[config.mk]
export PLATFORM = sky130hd
export DESIGN_NAME = nec_ir_frame_decoder
export DESIGN_NICKNAME = d
export VERILOG_FILES = /design/src/hw/rtl/nec_ir_pkg.sv /design/src/hw/rtl/nec_ir_frame_decoder.sv /design/src/hw/rtl/nec_ir_csr.sv /design/src/hw/rtl/nec_ir_in_stage.sv /design/src/hw/rtl/nec_ir_classify.sv /design/src/hw/rtl/nec_ir_frame.sv
export SDC_FILE = /design/constraint.sdc
export NUM_CORES = 1
export LEC_CHECK = 0
export BUFFER_PORTS_ARGS = -buffer_cell sky130_fd_sc_hd__buf_2
export CAP_MARGIN = 20
export CORE_MARGIN = 10
export CORE_UTILIZATION = 69
export CTS_CLUSTER_SIZE = 16
export DETAILED_ROUTE_END_ITERATION = 7
export PLACE_DENSITY = 0.87
export SLEW_MARGIN = 5
export SYNTH_ARGS = -nofsm -noshare
export SYNTH_HDL_FRONTEND = slang
export SYNTH_SLANG_ARGS = --single-unit
[constraint.sdc]
create_clock -name clock -period 13.7 [get_ports clock]
set_input_delay 2.055 -clock clock [delete_from_list [all_inputs] [get_ports clock]]
set_output_delay 2.055 -clock clock [all_outputs]
set_load 0.01 [all_outputs]
[src/hw/rtl/nec_ir_pkg.sv]
// ---------------------------------------------------------------------------
// nec_ir_pkg
// Shared types, widths and codes for the NEC infrared frame decoder.
// ---------------------------------------------------------------------------
package nec_ir_pkg;

   localparam int TICK_W   = 15;
   localparam int HALF_W   = 16;
   localparam int KEY_W    = 8;
   localparam int STAT_W   = 2;
   localparam int CNT_W    = 7;
   localparam int POS_W    = 4;
   localparam int CSR_IDX_W = 4;
   localparam int CSR_DAT_W = 16;

   localparam int REPEAT_MARK_TICKS_DEF = 9000;
   localparam int MAX_SYMBOLS_DEF       = 64;

   localparam logic [CNT_W-1:0] FRAME_LEN  = CNT_W'(34);
   localparam logic [CNT_W-1:0] REPEAT_LEN = CNT_W'(2);
   localparam logic [CNT_W-1:0] DATA_LAST  = CNT_W'(2 * HALF_W);
   localparam logic [CNT_W-1:0] ADDR_LAST  = CNT_W'(HALF_W);

   localparam logic [STAT_W-1:0] ST_NEW     = 2'd0;
   localparam logic [STAT_W-1:0] ST_REPEAT  = 2'd1;
   localparam logic [STAT_W-1:0] ST_REJECT  = 2'd2;
   localparam logic [STAT_W-1:0] ST_UNKNOWN = 2'd3;

   localparam logic [CSR_IDX_W-1:0] REG_LEADER_MARK  = 4'd0;
   localparam logic [CSR_IDX_W-1:0] REG_LEADER_SPACE = 4'd1;
   localparam logic [CSR_IDX_W-1:0] REG_ZERO_MARK    = 4'd2;
   localparam logic [CSR_IDX_W-1:0] REG_ZERO_SPACE   = 4'd3;
   localparam logic [CSR_IDX_W-1:0] REG_ONE_MARK     = 4'd4;
   localparam logic [CSR_IDX_W-1:0] REG_ONE_SPACE    = 4'd5;
   localparam logic [CSR_IDX_W-1:0] REG_REPEAT_SPACE = 4'd6;
   localparam logic [CSR_IDX_W-1:0] REG_TOLERANCE    = 4'd7;

   typedef struct packed {
      logic [TICK_W-1:0] leader_mark;
      logic [TICK_W-1:0] leader_space;
      logic [TICK_W-1:0] zero_mark;
      logic [TICK_W-1:0] zero_space;
      logic [TICK_W-1:0] one_mark;
      logic [TICK_W-1:0] one_space;
      logic [TICK_W-1:0] repeat_space;
      logic [TICK_W-1:0] tolerance;
   } cfg_type;

   typedef struct packed {
      logic [TICK_W-1:0] mark_ticks;
      logic [TICK_W-1:0] space_ticks;
      logic              burst_end;
   } sym_type;

   typedef struct packed {
      logic leader;
      logic repeat_lead;
      logic zero;
      logic one;
   } match_type;

endpackage

[src/hw/rtl/nec_ir_frame_decoder.sv]
// ---------------------------------------------------------------------------
// nec_ir_frame_decoder
// NEC infrared frame decoder: one mark/space symbol per item, one result per
// burst end.
// ---------------------------------------------------------------------------
// Accepts one symbol item every clock cycle while req_stall is low. A symbol
// is held in an input register, classified against the programmed timing
// windows and folded into the burst state when it is taken from there; a
// burst end also writes the result register, which then offers the result.
// The result register and input register decouple the two channels: new
// symbols keep flowing while a result waits, and only a second burst end
// stalls behind an untaken result. The timing registers are written through
// the csr_ port, which is always ready, and take effect for the next symbol.
module nec_ir_frame_decoder #(
   parameter int REPEAT_MARK_TICKS = nec_ir_pkg::REPEAT_MARK_TICKS_DEF,
   parameter int MAX_SYMBOLS       = nec_ir_pkg::MAX_SYMBOLS_DEF
) (
   input  logic                              clock,
   input  logic                              reset,
   input  logic                              req_valid,
   output logic                              req_stall,
   input  logic [nec_ir_pkg::TICK_W-1:0]     req_mark_ticks,
   input  logic [nec_ir_pkg::TICK_W-1:0]     req_space_ticks,
   input  logic                              req_burst_end,
   output logic                              rsp_valid,
   input  logic                              rsp_stall,
   output logic [nec_ir_pkg::STAT_W-1:0]     rsp_status,
   output logic [nec_ir_pkg::HALF_W-1:0]     rsp_device_address,
   output logic [nec_ir_pkg::HALF_W-1:0]     rsp_device_command,
   output logic [nec_ir_pkg::KEY_W-1:0]      rsp_key_code,
   input  logic                              csr_valid,
   output logic                              csr_ready,
   input  logic [nec_ir_pkg::CSR_IDX_W-1:0]  csr_index,
   input  logic [nec_ir_pkg::CSR_DAT_W-1:0]  csr_wdata
);

   nec_ir_pkg::cfg_type    cfg;
   nec_ir_pkg::sym_type    sym;
   nec_ir_pkg::match_type  hit;
   logic                   sym_valid;
   logic                   take;

   nec_ir_csr u_csr (
      .clock     (clock),
      .reset     (reset),
      .csr_valid (csr_valid),
      .csr_ready (csr_ready),
      .csr_index (csr_index),
      .csr_wdata (csr_wdata),
      .cfg       (cfg)
   );

   nec_ir_in_stage u_in_stage (
      .clock           (clock),
      .reset           (reset),
      .req_valid       (req_valid),
      .req_stall       (req_stall),
      .req_mark_ticks  (req_mark_ticks),
      .req_space_ticks (req_space_ticks),
      .req_burst_end   (req_burst_end),
      .take            (take),
      .sym_valid       (sym_valid),
      .sym             (sym)
   );

   nec_ir_classify #(
      .REPEAT_MARK_TICKS (REPEAT_MARK_TICKS)
   ) u_classify (
      .sym (sym),
      .cfg (cfg),
      .hit (hit)
   );

   nec_ir_frame #(
      .MAX_SYMBOLS (MAX_SYMBOLS)
   ) u_frame (
      .clock              (clock),
      .reset              (reset),
      .sym_valid          (sym_valid),
      .sym_last           (sym.burst_end),
      .hit                (hit),
      .take               (take),
      .rsp_valid          (rsp_valid),
      .rsp_stall          (rsp_stall),
      .rsp_status         (rsp_status),
      .rsp_device_address (rsp_device_address),
      .rsp_device_command (rsp_device_command),
      .rsp_key_code       (rsp_key_code)
   );

endmodule

[src/hw/rtl/nec_ir_csr.sv]
// ---------------------------------------------------------------------------
// nec_ir_csr
// Timing register file, written through the configuration port.
// ---------------------------------------------------------------------------
module nec_ir_csr (
   input  logic                                clock,
   input  logic                                reset,
   input  logic                                csr_valid,
   output logic                                csr_ready,
   input  logic [nec_ir_pkg::CSR_IDX_W-1:0]    csr_index,
   input  logic [nec_ir_pkg::CSR_DAT_W-1:0]    csr_wdata,
   output nec_ir_pkg::cfg_type                 cfg
);

   nec_ir_pkg::cfg_type       cfg_ff;
   nec_ir_pkg::cfg_type       cfg_in;
   logic [nec_ir_pkg::TICK_W-1:0] wval;

   assign csr_ready = 1'b1;
   assign wval      = csr_wdata[nec_ir_pkg::TICK_W-1:0];
   assign cfg       = cfg_ff;

   always_comb begin
      cfg_in = cfg_ff;
      if (csr_valid) begin
         case (csr_index)
            nec_ir_pkg::REG_LEADER_MARK:  cfg_in.leader_mark  = wval;
            nec_ir_pkg::REG_LEADER_SPACE: cfg_in.leader_space = wval;
            nec_ir_pkg::REG_ZERO_MARK:    cfg_in.zero_mark    = wval;
            nec_ir_pkg::REG_ZERO_SPACE:   cfg_in.zero_space   = wval;
            nec_ir_pkg::REG_ONE_MARK:     cfg_in.one_mark     = wval;
            nec_ir_pkg::REG_ONE_SPACE:    cfg_in.one_space    = wval;
            nec_ir_pkg::REG_REPEAT_SPACE: cfg_in.repeat_space = wval;
            nec_ir_pkg::REG_TOLERANCE:    cfg_in.tolerance    = wval;
            default:                      cfg_in = cfg_ff;
         endcase
      end
   end

   always_ff @(posedge clock) begin
      if (reset) begin
         cfg_ff.leader_mark  <= nec_ir_pkg::TICK_W'(9000);
         cfg_ff.leader_space <= nec_ir_pkg::TICK_W'(4500);
         cfg_ff.zero_mark    <= nec_ir_pkg::TICK_W'(560);
         cfg_ff.zero_space   <= nec_ir_pkg::TICK_W'(560);
         cfg_ff.one_mark     <= nec_ir_pkg::TICK_W'(560);
         cfg_ff.one_space    <= nec_ir_pkg::TICK_W'(1690);
         cfg_ff.repeat_space <= nec_ir_pkg::TICK_W'(2250);
         cfg_ff.tolerance    <= nec_ir_pkg::TICK_W'(200);
      end else begin
         cfg_ff <= cfg_in;
      end
   end

endmodule

[src/hw/rtl/nec_ir_in_stage.sv]
// ---------------------------------------------------------------------------
// nec_ir_in_stage
// Input register for one symbol item, with stall toward the sender.
// ---------------------------------------------------------------------------
module nec_ir_in_stage (
   input  logic                             clock,
   input  logic                             reset,
   input  logic                             req_valid,
   output logic                             req_stall,
   input  logic [nec_ir_pkg::TICK_W-1:0]    req_mark_ticks,
   input  logic [nec_ir_pkg::TICK_W-1:0]    req_space_ticks,
   input  logic                             req_burst_end,
   input  logic                             take,
   output logic                             sym_valid,
   output nec_ir_pkg::sym_type              sym
);

   logic                    valid_ff;
   logic                    valid_in;
   logic                    load;
   nec_ir_pkg::sym_type     sym_ff;

   assign req_stall = valid_ff && !take;
   assign load      = req_valid && !req_stall;
   assign sym_valid = valid_ff;
   assign sym       = sym_ff;

   always_comb begin
      valid_in = valid_ff;
      if (load) begin
         valid_in = 1'b1;
      end else if (take) begin
         valid_in = 1'b0;
      end
   end

   always_ff @(posedge clock) begin
      if (reset) begin
         valid_ff <= 1'b0;
      end else begin
         valid_ff <= valid_in;
      end
   end

   always_ff @(posedge clock) begin
      if (load) begin
         sym_ff.mark_ticks  <= req_mark_ticks;
         sym_ff.space_ticks <= req_space_ticks;
         sym_ff.burst_end   <= req_burst_end;
      end
   end

endmodule

[src/hw/rtl/nec_ir_classify.sv]
// ---------------------------------------------------------------------------
// nec_ir_classify
// Window checks of one symbol against the leader, repeat and bit timings.
// ---------------------------------------------------------------------------
module nec_ir_classify #(
   parameter int REPEAT_MARK_TICKS = nec_ir_pkg::REPEAT_MARK_TICKS_DEF
) (
   input  nec_ir_pkg::sym_type    sym,
   input  nec_ir_pkg::cfg_type    cfg,
   output nec_ir_pkg::match_type  hit
);

   localparam logic [nec_ir_pkg::TICK_W-1:0] REP_MARK = nec_ir_pkg::TICK_W'(REPEAT_MARK_TICKS);

   function automatic logic in_window(
      input logic [nec_ir_pkg::TICK_W-1:0] d,
      input logic [nec_ir_pkg::TICK_W-1:0] nom,
      input logic [nec_ir_pkg::TICK_W-1:0] tol
   );
      logic [nec_ir_pkg::TICK_W:0]   hi;
      logic [nec_ir_pkg::TICK_W-1:0] lo;
      hi = {1'b0, nom} + {1'b0, tol};
      lo = (nom > tol) ? (nom - tol) : '0;
      return ({1'b0, d} < hi) && (d > lo);
   endfunction

   always_comb begin
      hit.leader      = in_window(sym.mark_ticks, cfg.leader_mark, cfg.tolerance) &&
                        in_window(sym.space_ticks, cfg.leader_space, cfg.tolerance);
      hit.repeat_lead = in_window(sym.mark_ticks, REP_MARK, cfg.tolerance) &&
                        in_window(sym.space_ticks, cfg.repeat_space, cfg.tolerance);
      hit.zero        = in_window(sym.mark_ticks, cfg.zero_mark, cfg.tolerance) &&
                        in_window(sym.space_ticks, cfg.zero_space, cfg.tolerance);
      hit.one         = in_window(sym.mark_ticks, cfg.one_mark, cfg.tolerance) &&
                        in_window(sym.space_ticks, cfg.one_space, cfg.tolerance);
   end

endmodule

[src/hw/rtl/nec_ir_frame.sv]
// ---------------------------------------------------------------------------
// nec_ir_frame
// Burst state, bit assembly, stored frame and result register.
// ---------------------------------------------------------------------------
module nec_ir_frame #(
   parameter int MAX_SYMBOLS = nec_ir_pkg::MAX_SYMBOLS_DEF
) (
   input  logic                              clock,
   input  logic                              reset,
   input  logic                              sym_valid,
   input  logic                              sym_last,
   input  nec_ir_pkg::match_type             hit,
   output logic                              take,
   output logic                              rsp_valid,
   input  logic                              rsp_stall,
   output logic [nec_ir_pkg::STAT_W-1:0]     rsp_status,
   output logic [nec_ir_pkg::HALF_W-1:0]     rsp_device_address,
   output logic [nec_ir_pkg::HALF_W-1:0]     rsp_device_command,
   output logic [nec_ir_pkg::KEY_W-1:0]      rsp_key_code
);

   localparam logic [nec_ir_pkg::CNT_W-1:0] CNT_MAX = nec_ir_pkg::CNT_W'(MAX_SYMBOLS);

   logic [nec_ir_pkg::CNT_W-1:0]  count_ff, count_in, count_inc, idx_m1;
   logic                          frame_ok_ff, frame_ok_in;
   logic                          repeat_ok_ff, repeat_ok_in;
   logic [nec_ir_pkg::HALF_W-1:0] addr_sh_ff, addr_sh_in;
   logic [nec_ir_pkg::HALF_W-1:0] cmd_sh_ff, cmd_sh_in;
   logic [nec_ir_pkg::HALF_W-1:0] saved_addr_ff, saved_addr_in;
   logic [nec_ir_pkg::HALF_W-1:0] saved_cmd_ff, saved_cmd_in;
   logic [nec_ir_pkg::POS_W-1:0]  pos;
   logic                          bit_val;
   logic [nec_ir_pkg::STAT_W-1:0] status_in;
   logic                          out_free;
   logic                          emit;
   logic                          rsp_valid_ff, rsp_valid_in;
   logic [nec_ir_pkg::STAT_W-1:0] status_ff;
   logic [nec_ir_pkg::HALF_W-1:0] addr_ff, cmd_ff;

   assign out_free = !rsp_valid_ff || !rsp_stall;
   assign take     = sym_valid && (!sym_last || out_free);
   assign emit     = take && sym_last;
   assign idx_m1   = count_ff - nec_ir_pkg::CNT_W'(1);
   assign pos      = idx_m1[nec_ir_pkg::POS_W-1:0];
   assign bit_val  = !hit.zero && hit.one;

   always_comb begin
      frame_ok_in   = frame_ok_ff;
      repeat_ok_in  = repeat_ok_ff;
      addr_sh_in    = addr_sh_ff;
      cmd_sh_in     = cmd_sh_ff;
      saved_addr_in = saved_addr_ff;
      saved_cmd_in  = saved_cmd_ff;
      status_in     = nec_ir_pkg::ST_UNKNOWN;

      if (count_ff == '0) begin
         frame_ok_in  = hit.leader;
         repeat_ok_in = hit.repeat_lead;
      end else if (count_ff <= nec_ir_pkg::DATA_LAST) begin
         if (!hit.zero && !hit.one) begin
            frame_ok_in = 1'b0;
         end
         if (count_ff <= nec_ir_pkg::ADDR_LAST) begin
            addr_sh_in[pos] = bit_val;
         end else begin
            cmd_sh_in[pos] = bit_val;
         end
      end

      count_inc = (count_ff < CNT_MAX) ? (count_ff + nec_ir_pkg::CNT_W'(1)) : count_ff;
      count_in  = count_inc;

      if (sym_last) begin
         if (count_inc == nec_ir_pkg::FRAME_LEN) begin
            if (frame_ok_in) begin
               saved_addr_in = addr_sh_in;
               saved_cmd_in  = cmd_sh_in;
               status_in     = nec_ir_pkg::ST_NEW;
            end else begin
               status_in = nec_ir_pkg::ST_REJECT;
            end
         end else if (count_inc == nec_ir_pkg::REPEAT_LEN) begin
            status_in = repeat_ok_in ? nec_ir_pkg::ST_REPEAT : nec_ir_pkg::ST_REJECT;
         end else begin
            status_in = nec_ir_pkg::ST_UNKNOWN;
         end
         count_in     = '0;
         frame_ok_in  = 1'b1;
         repeat_ok_in = 1'b0;
      end
   end

   always_comb begin
      rsp_valid_in = rsp_valid_ff;
      if (emit) begin
         rsp_valid_in = 1'b1;
      end else if (!rsp_stall) begin
         rsp_valid_in = 1'b0;
      end
   end

   always_ff @(posedge clock) begin
      if (reset) begin
         count_ff      <= '0;
         frame_ok_ff   <= 1'b1;
         repeat_ok_ff  <= 1'b0;
         addr_sh_ff    <= '0;
         cmd_sh_ff     <= '0;
         saved_addr_ff <= '0;
         saved_cmd_ff  <= '0;
         rsp_valid_ff  <= 1'b0;
      end else begin
         rsp_valid_ff <= rsp_valid_in;
         if (take) begin
            count_ff      <= count_in;
            frame_ok_ff   <= frame_ok_in;
            repeat_ok_ff  <= repeat_ok_in;
            addr_sh_ff    <= addr_sh_in;
            cmd_sh_ff     <= cmd_sh_in;
            saved_addr_ff <= saved_addr_in;
            saved_cmd_ff  <= saved_cmd_in;
         end
      end
   end

   always_ff @(posedge clock) begin
      if (emit) begin
         status_ff <= status_in;
         addr_ff   <= saved_addr_in;
         cmd_ff    <= saved_cmd_in;
      end
   end

   assign rsp_valid          = rsp_valid_ff;
   assign rsp_status         = status_ff;
   assign rsp_device_address = addr_ff;
   assign rsp_device_command = cmd_ff;
   assign rsp_key_code       = cmd_ff[nec_ir_pkg::KEY_W-1:0];

endmodule

==> results.py <==
metrics = {
    "clocking": {
        "clk_latency_ps": 600,
        "cts-resized-gates": 0,
        "htreeDepth": 1,
        "cts_setup_buffers": 0,
        "ctsHoldBuffers": 0,
        "clkSlewWorstSetupHoldPaths_ps": 60,
        "cts_inserted_buffers": 29,
        "cts_tree": "done",
        "clock-sinks": 260,
        "cts_root_buf": "clkbuf_16",
        "clk_path_buf_depth": 3,
    },
    "routing": {
        "avgViaCountPerCell": 6.652,
        "firstDrtPassIters": 7,
        "drtIter0Drc": 2708,
        "via_count": 24704,
        "final_antenna_net_count": 0,
        "drt-wirelength-per-cell_um": 22.74,
        "drcViolationCount": 0,
        "drt_wl_total_um": 84450,
    },
    "timing": {
        "drv_slew": 0,
        "fmax_mhz": 121.3,
        "finalSetupViolCount": 0,
        "min_period_ps": 8243,
        "clock_skew_ps": 11.49,
        "tns_ps": 0,
        "worst_pin_slew_ps": 1120,
        "hold_viol": 0,
        "finalCritPeriodShare_pct": 60.16,
        "slew_headroom_pct": 24.67,
        "rsz0062_at_grt": "false",
    },
    "global_routing": {
        "antenna_found_initial": 0,
        "track_usage_pct": 36.24,
        "gr-total-overflow": 0,
        "grt.busiest_layer": "met2",
        "grt_use_met1_pct": 46.71,
        "use_met3_pct": 6.569,
        "grt_pass1_vias": 23724,
        "grt_pass1_wl_um": 129600,
        "grt_use_met2_pct": 55.91,
        "grt_max_degree": 121,
    },
    "floorplan": {
        "io_pins": 101,
        "die_h_um": 212.9,
        "die_area_sq_um": 45310,
        "core_area_sq_um": 36700,
        "core.rowCount": 70,
        "fp.dieW_um": 212.9,
        "start_util_pct": 69.94,
    },
    "cells_and_area": {
        "fin_util_pct": 74.04,
        "layout.nets": 3749,
        "multi_input_area_sq_um": 18430,
        "fin_cells": 3714,
        "fillCellCount": 2850,
        "seqCellArea_sq_um": 5856,
        "final_cell_mix": "460 x nand2_1, 457 x ha_1, 375 x a21oi_1",
        "mostFrequentLayoutCell": "nand2_1",
        "syn_to_final_growth_pct": 5.875,
        "drive_gt1_share_pct": 6.656,
    },
    "power": {
        "p_int_mw": 1.415,
        "switching_share_pct": 31.84,
        "power_frac_comb_pct": 21.2,
        "p_seq_share_pct": 40.0,
        "power_frac_clock_pct": 38.9,
        "switchingPower_mw": 0.6611,
        "powerDensity_nw_per_um2": 76.40,
        "ir_worst_vdd_mv": 0.09952,
        "leakage_nw": 11.72,
    },
    "yosys": {
        "synth-compound-area-share_pct": 20.90,
        "mappedNetlistNets": 3761,
        "synthXorXnorAreaFrac_pct": 6.143,
        "synth_edf_count": 65,
        "syn_inst": 3234,
        "postSynthAreaPerCell_sq_um": 7.936,
        "ys_ff_latch": 260,
        "synthFlopType": "dfxtp_1",
        "yosys.area_share.simple_pct": 19.93,
        "ys.warnings.count": 0,
        "synth_cell_type_count": 86,
        "ys_async_sr_fraction_pct": 0,
        "netlist_area_sq_um": 25660,
        "synthTopCellsByArea": "ha_1 22%, dfxtp_1 15%, edfxtp_1 7.6%, a21oi_1 7.3%, nand2_1 6.7%",
        "synth_top_family_by_area": "adder cells",
        "seq_area_frac_synth_pct": 22.82,
        "synthDominantCellAreaShare_pct": 22.28,
        "synth_mux_area_share_pct": 1.380,
        "synth_top_cell_by_area": "ha_1",
        "synth_fa_ha_area_share_pct": 23.37,
    },
    "critical_path": {
        "start_kind": "flip-flop",
        "regToRegSetupSlack_ps": 5460,
        "crit_chain": "buf_4 > inv_1 > ha_1 > o21ai_0 > a21oi_1 > and3_1 > a211oi_1 > a21oi_1 > a41oi_1 > a211oi_1 > buf_4 > nand2_1 > ha_1 > nand2_1 > o21ai_0 > nand3_1 > a221oi_1 > a2111oi_2 > or4_1 > nor4b_1 > a31o_2 > buf_4 > nand2_1 > mux2_1",
        "end_kind": "flip-flop",
        "crit_fanout": 92,
        "slowest_stage": "nand2_1",
        "critPathTopFamily": "compound AO/OA/AOI/OAI gates",
        "critPathMaxStageDelay_ps": 880,
        "cp_num_buf_inv": 4,
        "cp.required_ps": 14040,
        "path_class": "flip-flop to flip-flop",
        "arrival_ps": 8580,
    },
    "flow_run": {
        "drv_cap": 0,
    },
    "outcome": {
        "status": "finished, final reports clean",
    },
    "placement": {
        "dp_hpwl_um": 60670,
        "place_inst": 3657,
        "portBuffers": 98,
        "gp_congestion": 0.9948,
    },
    "min_path": {
        "holdCritPathClass": "flip-flop to flip-flop",
    },
}
==> metal layers <==
layer,part of all wire [%],up-vias
met5,0,-
met4,6.9,0
met3,11,318
met2,43,1341
met1,39,11579
li1,-,11466
==> cell usage after synthesis, types with 13 or more instances <==
cell       number
mux2_1         19
a31oi_1        25
xnor2_1       157
and3_1         16
a31o_1         13
fa_1           14
nand3_1        66
nor2_1        251
nor4_1         16
o21ai_0       151
a21oi_1       375
nor2b_1        37
o211ai_1       17
xor2_1         23
o21a_1         27
a211oi_1       28
nand2b_1       35
edfxtp_1       65
nor3_1         52
inv_1         137
nand3b_1       54
buf_4          29
dfxtp_1       195
nand4_1        60
a41o_1         21
ha_1          457
a21o_1         34
or3_1          17
a2111oi_0      17
mux2i_1        14
nand2_1       460
buf_2          15
clkbuf_1      126
o21bai_1       47
==> registers in the layout (all words and copies together), names as in the netlist <==
signal / flops
u_frame.rsp_valid: 1
u_frame.frame_ok_ff: 1
u_frame.count_ff: 7
u_in_stage.sym: 31
u_frame.repeat_ok_ff: 1
u_frame.rsp_status: 2
u_frame.cmd_sh_ff: 16
u_in_stage.sym_valid: 1
u_frame.rsp_device_address: 16
u_frame.addr_sh_ff: 16
u_frame.saved_cmd_ff: 16
u_frame.rsp_device_command: 16
u_csr.cfg: 120
u_frame.saved_addr_ff: 16
==> worst min-delay path, cell delays in order, from the launching register on <==
cell	delay, ps
dfxtp_1	300
o21ai_0	60
a21oi_1	60
==> per-stage QoR <==
stage                     total power, mW  hold WS (ps)  setup WS (ps)  cell area (sq um)
final                               2.076         474.3           5457              27170
after global routing                2.151         496.8           4867              27170
after CTS                           2.060         474.8           5575              27160
after detailed placement            1.268         466.3           5659              26200
after global placement              1.247         457.3           5805              26180
after floorplan                     1.143         447.7           7680              25660
==> final cells by class <==
class                           count  share of cell area, %
Inverter                          144                  1.989
Sequential cell                   260                  21.55
Clock buffer                       35                  2.864
Clock inverter                     19                 0.6769
Antenna cell                        1               0.009209
Tap cell                          468                  2.155
Multi-Input combinational cell   2649                  67.83
Timing Repair Buffer              138                  2.924
==> power groups by stage <==
stage / registers, mW / clock network (mW) / logic [mW]
floorplan: 0.830 / 0 / 0.313
global placement: 0.844 / 0 / 0.402
detailed placement: 0.844 / 0 / 0.424
CTS: 0.828 / 0.805 / 0.427
global route: 0.829 / 0.836 / 0.486
finish: 0.830 / 0.807 / 0.439
==> cell families (layout without fill, tap and decap cells) <==
logic type      after synthesis  count (layout)
simple gates               1106            1106
flops                       260             260
compound gates              858             858
other cells                   1               2
buf+inv                     325             336
xor+xnor                    180             180
fa+ha+maj                   471             471
mux                          33              33
==> final timing paths <==
path                                            from                              to  cells after the start
worst min register to register  u_frame.cmd_sh_ff[9]            u_frame.cmd_sh_ff[9]                      2
worst max register to register          u_csr.cfg[4]  u_frame.rsp_device_command[10]                     24
worst max-delay path                    u_csr.cfg[4]  u_frame.rsp_device_command[10]                     24
worst min-delay path            u_frame.cmd_sh_ff[9]            u_frame.cmd_sh_ff[9]                      2
Power figures use the tool's default switching activity.
